`src/hw/rtl/sse_pkg.sv`:
```
// Shared types and constants of the set statistics engine.
package sse_pkg;

  localparam int unsigned MaxItemsDef   = 256;
  localparam int unsigned ValueRangeDef = 128;

  localparam int unsigned SampleW = 7;
  localparam int unsigned TotalW  = 15;
  localparam int unsigned CountW  = 9;
  localparam int unsigned MedianW = 8;

  typedef struct packed {
    logic [SampleW-1:0] sample_value;
    logic               end_of_set;
  } sample_t;

  typedef struct packed {
    logic [SampleW-1:0] minimum;
    logic [SampleW-1:0] maximum;
    logic [TotalW-1:0]  total;
    logic [CountW-1:0]  item_count;
    logic [MedianW-1:0] median_doubled;
    logic [SampleW-1:0] most_frequent;
    logic               is_mirror;
    logic               overflowed;
  } result_t;

  // Head of the front queue as seen by the back end.
  typedef struct packed {
    logic    valid;
    sample_t item;
  } queue_head_t;

  // Back end status and requests towards the front end.
  typedef struct packed {
    logic pop;
    logic clearing;
  } back_status_t;

endpackage

```
`src/hw/rtl/sse_stream_if.sv`:
```
// Valid/ready stream channel carrying one beat of payload.
interface sse_stream_if #(
  parameter type payload_t = logic
) ();
  logic     valid;
  logic     ready;
  payload_t data;

  modport source (output valid, output data, input ready);
  modport sink (input valid, input data, output ready);
endinterface

```
`src/hw/rtl/sse_front.sv`:
```
// Front end: accepts sample beats into a short queue for the back end.
module sse_front (
  input  logic                  clk_i,
  input  logic                  rst_ni,
  input  logic                  in_valid_i,
  input  sse_pkg::sample_t      in_data_i,
  output logic                  in_ready_o,
  input  sse_pkg::back_status_t status_i,
  output sse_pkg::queue_head_t  head_o
);
  import sse_pkg::*;

  localparam int unsigned Depth = 4;
  localparam int unsigned PtrW  = $clog2(Depth);

  sample_t          slot_q [Depth];
  logic [PtrW-1:0]  wr_ptr_q, wr_ptr_d, rd_ptr_q, rd_ptr_d;
  logic [PtrW:0]    fill_q, fill_d;
  logic             push, pop;

  // Hold off new beats while the queue is full or the back end sweeps the histogram.
  assign in_ready_o = (fill_q != (PtrW+1)'(Depth)) && !status_i.clearing;
  assign push       = in_valid_i && in_ready_o;
  assign pop        = status_i.pop && (fill_q != '0);

  assign head_o.valid = (fill_q != '0);
  assign head_o.item  = slot_q[rd_ptr_q];

  always_comb begin
    wr_ptr_d = push ? wr_ptr_q + 1'b1 : wr_ptr_q;
    rd_ptr_d = pop ? rd_ptr_q + 1'b1 : rd_ptr_q;
    fill_d   = fill_q + (PtrW+1)'(push) - (PtrW+1)'(pop);
  end

  always_ff @(posedge clk_i or negedge rst_ni) begin
    if (!rst_ni) begin
      wr_ptr_q <= '0;
      rd_ptr_q <= '0;
      fill_q   <= '0;
    end else begin
      wr_ptr_q <= wr_ptr_d;
      rd_ptr_q <= rd_ptr_d;
      fill_q   <= fill_d;
    end
  end

  always_ff @(posedge clk_i) begin
    if (push) begin
      slot_q[wr_ptr_q] <= in_data_i;
    end
  end

endmodule

```
`src/hw/rtl/sse_back.sv`:
```
// Back end: loads samples, walks the histogram and the store, emits results.
module sse_back #(
  parameter int unsigned MAX_ITEMS   = sse_pkg::MaxItemsDef,
  parameter int unsigned VALUE_RANGE = sse_pkg::ValueRangeDef
) (
  input  logic                  clk_i,
  input  logic                  rst_ni,
  input  sse_pkg::queue_head_t  head_i,
  output sse_pkg::back_status_t status_o,
  output logic                  res_valid_o,
  input  logic                  res_ready_i,
  output sse_pkg::result_t      res_data_o
);
  import sse_pkg::*;

  localparam int unsigned AW = (MAX_ITEMS > 1) ? $clog2(MAX_ITEMS) : 1;
  localparam int unsigned CW = $clog2(MAX_ITEMS + 1);
  localparam int unsigned VW = (VALUE_RANGE > 1) ? $clog2(VALUE_RANGE) : 1;

  typedef enum logic [2:0] {
    StClear, StPop, StUpdate, StHist, StHistTail, StMirror, StMirrorTail, StEmit
  } state_e;

  state_e          state_q;
  logic [VW-1:0]   store_q [MAX_ITEMS];
  logic [CW-1:0]   hist_q  [VALUE_RANGE];

  logic [VW-1:0]   val_q, walk_q, walk_del_q;
  logic            last_q, hval_q, mval_q;
  logic [CW-1:0]   count_q, seen_q, best_cnt_q, idx_q;
  logic [VW-1:0]   min_q, max_q, med_a_q, med_b_q, mode_q;
  logic [TotalW-1:0] sum_q;
  logic            drop_q, found_a_q, found_b_q, mirror_q;
  logic            ovalid_q;
  result_t         res_q;

  // Memory ports.
  logic            h_we, s_we;
  logic [VW-1:0]   h_wa, h_ra;
  logic [CW-1:0]   h_wd, h_rd_q;
  logic [AW-1:0]   s_wa, s_ra_a, s_ra_b;
  logic [VW-1:0]   s_rd_a_q, s_rd_b_q;

  logic [VW-1:0]   sample_clamped;
  logic [CW-1:0]   pos_a, pos_b, half, seen_next, idx_b;
  logic            room, out_free;

  always_comb begin
    if (32'(head_i.item.sample_value) >= 32'(VALUE_RANGE)) begin
      sample_clamped = VW'(VALUE_RANGE - 1);
    end else begin
      sample_clamped = VW'(head_i.item.sample_value);
    end
  end

  assign room      = (count_q < CW'(MAX_ITEMS));
  assign pos_a     = (count_q - 1'b1) >> 1;
  assign pos_b     = count_q >> 1;
  assign half      = count_q >> 1;
  assign seen_next = seen_q + h_rd_q;
  assign idx_b     = count_q - 1'b1 - idx_q;
  assign out_free  = !ovalid_q || res_ready_i;

  assign status_o.pop      = (state_q == StPop) && head_i.valid;
  assign status_o.clearing = (state_q == StClear);

  always_comb begin
    h_we   = 1'b0;
    h_wa   = walk_q;
    h_wd   = '0;
    h_ra   = walk_q;
    s_we   = 1'b0;
    s_wa   = count_q[AW-1:0];
    s_ra_a = idx_q[AW-1:0];
    s_ra_b = idx_b[AW-1:0];
    unique case (state_q)
      StClear: begin
        h_we = 1'b1;
      end
      StPop: begin
        h_ra = sample_clamped;
        s_we = head_i.valid && room;
      end
      StUpdate: begin
        h_we = 1'b1;
        h_wa = val_q;
        h_wd = h_rd_q + 1'b1;
      end
      StHist: begin
        h_we = 1'b1;
      end
      default: begin
      end
    endcase
  end

  always_ff @(posedge clk_i) begin
    if (h_we) begin
      hist_q[h_wa] <= h_wd;
    end
    h_rd_q <= hist_q[h_ra];
    if (s_we) begin
      store_q[s_wa] <= sample_clamped;
    end
    s_rd_a_q <= store_q[s_ra_a];
    s_rd_b_q <= store_q[s_ra_b];
  end

  always_ff @(posedge clk_i or negedge rst_ni) begin
    if (!rst_ni) begin
      state_q    <= StClear;
      walk_q     <= '0;
      walk_del_q <= '0;
      val_q      <= '0;
      last_q     <= 1'b0;
      hval_q     <= 1'b0;
      mval_q     <= 1'b0;
      count_q    <= '0;
      seen_q     <= '0;
      best_cnt_q <= '0;
      idx_q      <= '0;
      min_q      <= VW'(VALUE_RANGE - 1);
      max_q      <= '0;
      sum_q      <= '0;
      drop_q     <= 1'b0;
      med_a_q    <= '0;
      med_b_q    <= '0;
      mode_q     <= '0;
      found_a_q  <= 1'b0;
      found_b_q  <= 1'b0;
      mirror_q   <= 1'b1;
      ovalid_q   <= 1'b0;
      res_q      <= '0;
    end else begin
      if ((state_q == StEmit) && out_free) begin
        ovalid_q <= 1'b1;
      end else if (res_ready_i) begin
        ovalid_q <= 1'b0;
      end
      hval_q     <= 1'b0;
      mval_q     <= 1'b0;
      walk_del_q <= walk_q;

      // Fold one histogram bin into median and mode.
      if (hval_q) begin
        seen_q <= seen_next;
        if (!found_a_q && (seen_next > pos_a)) begin
          found_a_q <= 1'b1;
          med_a_q   <= walk_del_q;
        end
        if (!found_b_q && (seen_next > pos_b)) begin
          found_b_q <= 1'b1;
          med_b_q   <= walk_del_q;
        end
        if (h_rd_q > best_cnt_q) begin
          best_cnt_q <= h_rd_q;
          mode_q     <= walk_del_q;
        end
      end
      if (mval_q && (s_rd_a_q != s_rd_b_q)) begin
        mirror_q <= 1'b0;
      end

      unique case (state_q)
        StClear: begin
          if (walk_q == VW'(VALUE_RANGE - 1)) begin
            walk_q  <= '0;
            state_q <= StPop;
          end else begin
            walk_q <= walk_q + 1'b1;
          end
        end
        StPop: begin
          if (head_i.valid) begin
            val_q  <= sample_clamped;
            last_q <= head_i.item.end_of_set;
            if (room) begin
              state_q <= StUpdate;
            end else begin
              drop_q <= 1'b1;
              if (head_i.item.end_of_set) begin
                state_q <= StHist;
              end
            end
          end
        end
        StUpdate: begin
          count_q <= count_q + 1'b1;
          sum_q   <= sum_q + TotalW'(val_q);
          if (val_q < min_q) min_q <= val_q;
          if (val_q > max_q) max_q <= val_q;
          state_q <= last_q ? StHist : StPop;
        end
        StHist: begin
          // Read and clear one bin per cycle.
          hval_q <= 1'b1;
          if (walk_q == VW'(VALUE_RANGE - 1)) begin
            walk_q  <= '0;
            state_q <= StHistTail;
          end else begin
            walk_q <= walk_q + 1'b1;
          end
        end
        StHistTail: begin
          idx_q   <= '0;
          state_q <= StMirror;
        end
        StMirror: begin
          if (idx_q < half) begin
            mval_q <= 1'b1;
            idx_q  <= idx_q + 1'b1;
          end else begin
            state_q <= StMirrorTail;
          end
        end
        StMirrorTail: begin
          state_q <= StEmit;
        end
        StEmit: begin
          if (out_free) begin
            res_q.minimum        <= SampleW'(min_q);
            res_q.maximum        <= SampleW'(max_q);
            res_q.total          <= sum_q;
            res_q.item_count     <= CountW'(count_q);
            res_q.median_doubled <= MedianW'({1'b0, med_a_q} + {1'b0, med_b_q});
            res_q.most_frequent  <= SampleW'(mode_q);
            res_q.is_mirror      <= mirror_q;
            res_q.overflowed     <= drop_q;
            // Return the running state to its empty-set values.
            count_q    <= '0;
            sum_q      <= '0;
            min_q      <= VW'(VALUE_RANGE - 1);
            max_q      <= '0;
            drop_q     <= 1'b0;
            seen_q     <= '0;
            best_cnt_q <= '0;
            mode_q     <= '0;
            med_a_q    <= VW'(VALUE_RANGE - 1);
            med_b_q    <= VW'(VALUE_RANGE - 1);
            found_a_q  <= 1'b0;
            found_b_q  <= 1'b0;
            mirror_q   <= 1'b1;
            state_q    <= StPop;
          end
        end
        default: begin
          state_q <= StClear;
        end
      endcase
    end
  end

  assign res_valid_o = ovalid_q;
  assign res_data_o  = res_q;

endmodule

```
`src/hw/rtl/set_statistics_engine.sv`:
```
// Top level of the set statistics engine.
// Each stored sample beat reads its histogram bin in StPop and writes it back incremented in StUpdate.
// Closing a set walks and clears the histogram (StHist, StHistTail), compares mirror positions
// over the store's two read ports (StMirror, StMirrorTail), then registers the result in StEmit.
// Throughput: one result per set; the back end holds one set at a time.
// Reset: asynchronous, active low; then a histogram clearing pass over every bin.
module set_statistics_engine #(
  parameter int unsigned MAX_ITEMS   = sse_pkg::MaxItemsDef,
  parameter int unsigned VALUE_RANGE = sse_pkg::ValueRangeDef
) (
  input  logic         clk_i,
  input  logic         rst_ni,
  sse_stream_if.sink   in_i,
  sse_stream_if.source res_o
);
  import sse_pkg::*;

  queue_head_t  head;
  back_status_t status;
  sample_t      in_beat;
  result_t      res_beat;

  // Carry the input beat into the front queue.
  assign in_beat = in_i.data;

  sse_front u_front (
    .clk_i      (clk_i),
    .rst_ni     (rst_ni),
    .in_valid_i (in_i.valid),
    .in_data_i  (in_beat),
    .in_ready_o (in_i.ready),
    .status_i   (status),
    .head_o     (head)
  );

  // Drain the queue, compute statistics, hold the result beat until taken.
  sse_back #(
    .MAX_ITEMS   (MAX_ITEMS),
    .VALUE_RANGE (VALUE_RANGE)
  ) u_back (
    .clk_i       (clk_i),
    .rst_ni      (rst_ni),
    .head_i      (head),
    .status_o    (status),
    .res_valid_o (res_o.valid),
    .res_ready_i (res_o.ready),
    .res_data_o  (res_beat)
  );

  assign res_o.data = res_beat;

endmodule

```
`src/flat_wrapper.sv`:
```
// flat-port wrapper written by rule: the top's interface ports become plain ports
module set_statistics_engine_flat import sse_pkg::*;
#(
  parameter int unsigned MAX_ITEMS   = sse_pkg::MaxItemsDef,
  parameter int unsigned VALUE_RANGE = sse_pkg::ValueRangeDef
)
  (clk_i, rst_ni, in_i_valid, in_i_data, in_i_ready, res_o_valid, res_o_data, res_o_ready);
  sse_stream_if #(.payload_t(sample_t)) in_i_i ();
  sse_stream_if #(.payload_t(result_t)) res_o_i ();
  input  logic clk_i;
  input  logic rst_ni;
  input wire logic [$bits(in_i_i.valid)-1:0] in_i_valid;
  input wire logic [$bits(in_i_i.data)-1:0] in_i_data;
  output wire logic [$bits(in_i_i.ready)-1:0] in_i_ready;
  output wire logic [$bits(res_o_i.valid)-1:0] res_o_valid;
  output wire logic [$bits(res_o_i.data)-1:0] res_o_data;
  input wire logic [$bits(res_o_i.ready)-1:0] res_o_ready;
  assign in_i_i.valid = in_i_valid;
  assign in_i_i.data = in_i_data;
  assign in_i_ready = in_i_i.ready;
  assign res_o_valid = res_o_i.valid;
  assign res_o_data = res_o_i.data;
  assign res_o_i.ready = res_o_ready;
  set_statistics_engine #(.MAX_ITEMS(MAX_ITEMS), .VALUE_RANGE(VALUE_RANGE)) u_core (.clk_i(clk_i), .rst_ni(rst_ni), .in_i(in_i_i), .res_o(res_o_i));
endmodule
```
`config.mk`:
```
export PLATFORM = sky130hd
export DESIGN_NAME = set_statistics_engine_flat
export DESIGN_NICKNAME = d
export VERILOG_FILES = /design/src/hw/rtl/sse_pkg.sv /design/src/hw/rtl/sse_stream_if.sv /design/src/hw/rtl/sse_front.sv /design/src/hw/rtl/sse_back.sv /design/src/hw/rtl/set_statistics_engine.sv /design/src/flat_wrapper.sv
export SDC_FILE = /design/constraint.sdc
export NUM_CORES = 2
export LEC_CHECK = 0
export BUFFER_PORTS_ARGS = -buffer_cell sky130_fd_sc_hd__buf_4
export CELL_PAD_IN_SITES_DETAIL_PLACEMENT = 0
export CELL_PAD_IN_SITES_GLOBAL_PLACEMENT = 1
export CORE_UTILIZATION = 42
export CTS_CLUSTER_SIZE = 8
export DETAILED_ROUTE_END_ITERATION = 6
export PLACE_DENSITY = 0.75
export SLEW_MARGIN = 40
export SYNTH_ARGS = -nofsm -noshare
export SYNTH_HDL_FRONTEND = slang
export SYNTH_HIERARCHICAL = 1
export SYNTH_SLANG_ARGS = --single-unit
```
`constraint.sdc`:
```
create_clock -name clk_i -period 11.5 [get_ports clk_i]
set_input_delay 1.15 -clock clk_i [delete_from_list [all_inputs] [get_ports clk_i]]
set_output_delay 1.15 -clock clk_i [all_outputs]
set_load 0.05 [all_outputs]
```
# Yosys cells after proc, flatten, opt, wreduce, memory -nomap -nowiden

Memory sizes are Yosys's and may differ from the RTL's. A register that Yosys moved wholly into a read port is not among the register bits.
Index checks and enable logic that the tools add are counted.

Add/subtract/negate cells: 13
Order comparisons: 7
Equal/unequal tests: 20
Reduce and logical (&&, ||, !) cells: 30
Multiplexer cells: 72

Operators with widths:

| cell                                              | count |
|---|---|
| two-way mux 7 bit                                 | 19 |
| two-way mux 9 bit                                 | 10 |
| case mux 9 bit (2 select lines)                   | 2 |
| case mux 15 bit (2 select lines)                  | 1 |
| case mux 7 bit (2 select lines)                   | 2 |
| adder 9 x 1 -> 9 bit, second input constant       | 3 |
| two-way mux 1 bit                                 | 27 |
| case mux 3 bit (8 select lines)                   | 1 |
| two-way mux 3 bit                                 | 7 |
| > comparator 9 x 8 -> 1 bit                       | 2 |
| != test 2 bit, second input constant              | 9 |
| adder 15 x 7 -> 15 bit                            | 1 |
| two-way mux 15 bit                                | 1 |
| == test 3 bit, second input constant              | 4 |
| adder 9 bit                                       | 1 |
| > comparator 9 bit                                | 1 |
| logical AND 1 bit                                 | 9 |
| less-than comparator 9 x 8 -> 1 bit               | 1 |
| less-than comparator 9 bit, second input constant | 1 |
| subtractor 9 x 1 -> 9 bit, second input constant  | 1 |
| adder 7 x 7 -> 8 bit                              | 1 |
| AND reduction 2 bit                               | 4 |
| nonzero test 2 bit                                | 4 |
| subtractor 8 bit                                  | 1 |
| 22 further kinds                                  | 29 |

Input bits: 12
Memory bits (writable): 2,976
Word-level logic and storage cells: 178
Output and inout port bits: 57
Memories: 3
Bits in registers: 180

Memory list:

| memory                | depth | width | read ports | clocked after memory_dff | wr ports | line            | source |
|---|---|---|---|---|---|---|---|
| u_core.u_back.store_q | 256   | 7     | 2          | 2                        | 1        | sse_back.sv:25  | `logic [VW-1:0] store_q [MAX_ITEMS];` |
| u_core.u_back.hist_q  | 128   | 9     | 1          | 1                        | 1        | sse_back.sv:26  | `logic [CW-1:0] hist_q [VALUE_RANGE];` |
| u_core.u_front.slot_q | 4     | 8     | 1          | 0                        | 1        | sse_front.sv:16 | `sample_t slot_q [Depth];` |

# Longest topological paths before layout

Depth after elaboration: 7
Mapped depth: 20
Mapped depth without buffers: 15

# Cells and area by module

The synthesis kept the hierarchy.

By module, submodules not included:

| module    | area an instance (um2) | cells an instance | times used |
|---|---|---|---|
| sse_back  | 139,193.5              | 7,952             | 1 |
| sse_front | 1,571.5                | 79                | 1 |

# Least setup slack after synthesis

No wires, ideal clock.

Path kind: flip-flop to flip-flop
Start: register u_core.u_back.state_q[1]
End: memory u_core/u_back/hist_q[0][2] (netlist name), data pin
Data arrival time: 4,359 ps
Required time: 10,703 ps
Path buffers: 4
Setup slack: 6,344 ps
Stages on the path, launching flop included: 7
Library setup time: 797 ps
Cell sequence: dfrtp_1 buf_2 clkbuf_1 nand3_1 clkbuf_1 clkbuf_1 nor2_1

Cells in the longest elaborated chain, start to end: 2

Ends and longest elaborated chain:

| item                            | line            | source |
|---|---|---|
| from (decl)                     | sse_back.sv:24  | `state_e state_q;` |
| from (signal assigned)          | sse_back.sv:111 | `state_q <= StClear;` |
| from (signal assigned)          | sse_back.sv:168 | `state_q <= StPop;` |
| from (signal assigned)          | sse_back.sv:178 | `state_q <= StUpdate;` |
| == test 3 x 2 -> 1 bit          | sse_back.sv:76  | `unique case (state_q)` |
| two-way mux 9 bit               | sse_back.sv:76  |  |
| named net u_core.u_back.h_wd[2] | sse_back.sv:40  | `logic [CW-1:0] h_wd, h_rd_q;` |
| to (decl)                       | sse_back.sv:26  |  |

The timed path passes the listed nets, and every way through them passes these cells.

# Worst setup path in the final report

Start: register u_core.u_back.count_q[0]
End: register u_core.u_back.s_rd_b_q[4] (read register of u_core.u_back.store_q)

Cells in the longest elaborated chain, start to end: 2

Ends and longest elaborated chain:

| item                      | line            | source |
|---|---|---|
| from (decl)               | sse_back.sv:30  | `logic [CW-1:0] count_q, seen_q, best_cnt_q, idx_q;` |
| from (signal assigned)    | sse_back.sv:188 | `count_q <= count_q + 1'b1;` |
| subtractor 9 x 1 -> 9 bit | sse_back.sv:61  | `assign idx_b = count_q - 1'b1 - idx_q;` |
| subtractor 8 bit          | sse_back.sv:61  |  |
| to (decl)                 | sse_back.sv:42  | `logic [VW-1:0] s_rd_a_q, s_rd_b_q;` |

No other way between the ends.
A chain may end at the register's enable or synchronous reset.

==> metrics.cfg <==
[detailed_routing]
route.detailed.wl_per_inst_um=31.4
route.detailed.drc=0
detail_route.wirelength_um=398000
dr.first_iter.drc_count=9829
antenna_violating_nets_post_route=0
drtPass1Iterations=6
vias_per_cell=6.35
dr_total_vias=80468

[critical_path]
startpoint_type=flop
largest_fanout_of_any_net_on_the_critical_path=108
required_ns=12.32
endpoint_kind=flop
worstSetupPathType=reg -> reg
critical_path_arrival_ns=6.65

[clock_tree]
cts.repair_timing.setup_buffer_count=0
number_of_resized_instances_in_the_post_cts_repair_step=0
cts.path.max_buffers=4
cts_num_sinks=3179
clkSlewWorstSetupHoldPaths_ns=0.06
clock_insertion_delay_worst_skew_ns=0.93
number_of_buffers_inserted_during_clock_tree_synthesis=440
tritoncts_clock_tree=done
cts_root_buffer=clkbuf_16
post_cts_hold_buffer_count=0
ctsHtreeMaxLevel=5

[logic_synthesis]
netlist.area_leader.share=0.635
async_s_r_ff_share_synth=0.0566
yosys.area.top_type=edfxtp_1
synth-edff-count=2976
post_synth_main_area_contributors=edfxtp_1, mux4_2, dfrtp_1
ys_seq_area_frac=0.670
synth_net_count=8136
synth_cell_type_count=78
synth_area_sq_mm=0.141
postSynth.topFlopCell=edfxtp_1
yosysWarnings=6
yosys_register_bits=3179
synthesis.instances=8031
postSynthAreaPerCell_sq_um=17.5

[global_routing]
largest_net_degree_at_the_start_of_global_routing=209
grt.overflow.total=0
grt_first_pass_wirelength_um=574000
grt_total_usage=0.232
number_of_global_route_vias_before_repair=80674
number_of_antenna_violations_at_the_first_check_in_global_routing=24

[timing]
postLayoutSetupSlackWorst_ns=5.67
hold_viol_final=0
period_share=0.507
fmaxAchievable_ghz=0.172
worst-slew-pin-transition_ns=1.03
post_route_setup_tns_ns=0
skew_ns=0.0537
rsz0062_at_grt=no
timing.final.setup_violations=0
period_minus_slack_ns=5.83
maxSlewViolCount=0
hold-worst-slack_ns=0.203
max_slew_margin=0.312

[cells_and_area]
final_nets=8270
finish.cell_count_without_fillers=12676
layout.cells.most_common_list=edfxtp_1, mux4_2, nand2_1
multi_input_area_sq_mm=0.0446
drive_above_1_share=0.275
commonest_non_fill_non_tap_cell_in_the_layout=edfxtp_1
post-route-cell-area_sq_mm=0.159
layout.area.seq_sq_mm=0.0944
area.growth.synth_to_final_pct=12.9
filler_cells_inserted=27177

[power_and_ir_drop]
power.ir.vdd_worst_mv=0.654
cellLeakagePower_nw=51.3
power_per_cell_area_mw_per_mm2=313

[run_status]
outcome=finished clean

[floorplan]
width_of_the_die_um=581
floorplan.die.height_um=581
num_rows=212
io_pins=69
core-area_sq_mm=0.333
start_util=0.422
die-area_sq_mm=0.337

[flow_run]
cap_violations=0

[placement]
io_buffer_count=68
worst_setup_slack_after_placement_ns=5.60
gp_congestion=0.862
place.detailed.hpwl_um=240000
dp_cells=12103
place_area_sq_mm=0.147

[hold_path]
timing.hold.worst.class=in -> async

[synthesized netlist by cell type, types with 15 or more instances]
| master | count |
|---|---|
| nor3_1 | 30 |
| o221ai_1 | 34 |
| nand2_1 | 959 |
| a32oi_1 | 17 |
| o21ai_0 | 100 |
| and3_1 | 33 |
| a31oi_1 | 59 |
| nor2_1 | 510 |
| dfrtp_1 | 172 |
| mux2_2 | 21 |
| o21a_1 | 17 |
| xnor2_1 | 49 |
| a221oi_1 | 22 |
| dfxtp_1 | 23 |
| nor4_1 | 16 |
| a21oi_1 | 66 |
| a22oi_1 | 26 |
| mux4_2 | 1186 |
| ha_1 | 88 |
| mux2i_1 | 199 |
| inv_1 | 64 |
| buf_6 | 34 |
| nand3_1 | 519 |
| xor2_1 | 27 |
| edfxtp_1 | 2976 |
| buf_1 | 44 |
| a211oi_1 | 15 |
| buf_4 | 43 |
| nand4_1 | 24 |
| clkbuf_1 | 261 |
| nand2b_1 | 25 |
| o211ai_1 | 22 |
| buf_2 | 157 |
[flip-flops by register name, indices dropped and copies added, names as in the netlist, 3 cells and up]
name	cells
u_core/u_back/store_q	1792
u_core/u_back/hist_q	1152
u_core/u_back/res_data_o	55
u_core/u_front/slot_q	32
u_core/u_back/sum_q	15
u_core/u_back/best_cnt_q	9
u_core/u_back/count_q	9
u_core/u_back/h_rd_q	9
u_core/u_back/idx_q	9
u_core/u_back/seen_q	9
u_core/u_back/max_q	7
u_core/u_back/med_a_q	7
u_core/u_back/med_b_q	7
u_core/u_back/min_q	7
u_core/u_back/mode_q	7
u_core/u_back/s_rd_a_q	7
u_core/u_back/s_rd_b_q	7
u_core/u_back/val_q	7
u_core/u_back/walk_del_q	7
u_core/u_back/walk_q	7
u_core/u_back/state_q	3
u_core/u_front/fill_q	3
[cell type report]
cell class,instances,share of cell area
sequential,3179,0.594
multi-input combinational,4242,0.281
clock buffer,545,0.0727
tap,4387,0.0345
timing repair buffer,234,0.0146
clock inverter,17,0.00176
inverter,68,0.00165
antenna,4,0.0000630
[kinds of logic (layout without fill, tap and decap cells)]
group           count (synthesis)  in the layout  share of synthesized area
compound gates                492            492                     0.0238
xor+xnor                       76             76                    0.00473
fa+ha+maj                      93             93                    0.00853
buf+inv                       610            864                     0.0209
flops                        3179           3179                      0.670
mux                          1408           1408                      0.206
other cells                     0              4                          0
simple gates                 2173           2173                     0.0661
[worst paths after layout]
kind                                                from                     endpoint  slack (ns)  cells after the start
worst min register to register    u_core/u_back/mirror_q       u_core/u_back/mirror_q        0.46                      2
worst max-delay path            u_core/u_back/count_q[0]    u_core/u_back/s_rd_b_q[4]        5.67                     12
max in group asynchronous                         rst_ni       u_core/u_back/idx_q[0]       10.17                      2
min in group clk_i                          in_i_data[6]  u_core/u_front/slot_q[0][6]        0.44                      1
worst min-delay path                              rst_ni  u_core/u_back/res_data_o[9]        0.20                      1
worst max register to register  u_core/u_back/count_q[0]    u_core/u_back/s_rd_b_q[4]        5.67                     12
[worst max-delay path, cell delays in order, from the launching register on]
cell and delay [ns]:
dfrtp_1 0.56, inv_1 0.17, ha_1 0.33, inv_1 0.11
fa_4 1.19, buf_12 0.58, buf_4 0.79, mux4_2 0.42
mux4_2 0.54, mux2i_1 0.18, o211ai_1 0.17, a22o_1 0.27
a211o_1 0.22
[metal layers]
layer  track usage  up-vias  wire (um)
li1              -    32617          -
met1         0.310    42227     150000
met2         0.368     4768     190000
met3        0.0492      840      39500
met4         0.103       16      18900
met5             0        -         96
[through the flow]
| stage | util | power [W] |
|---|---|---|
| floorplan | - | 0.0305 |
| global placement | 0.437 | 0.0378 |
| detailed placement | 0.440 | 0.0382 |
| CTS | 0.475 | 0.0497 |
| global route | 0.477 | 0.0515 |
| finish | 0.477 | 0.0498 |
[power by group]
part	internal (W)	leakage, nW	switching (W)	total, W
clock network	0.00689	5.74	0.00459	0.0115
registers	0.0146	29.5	0.000425	0.0150
logic	0.00886	16.0	0.0144	0.0233
(Power assumes the default switching activity.)
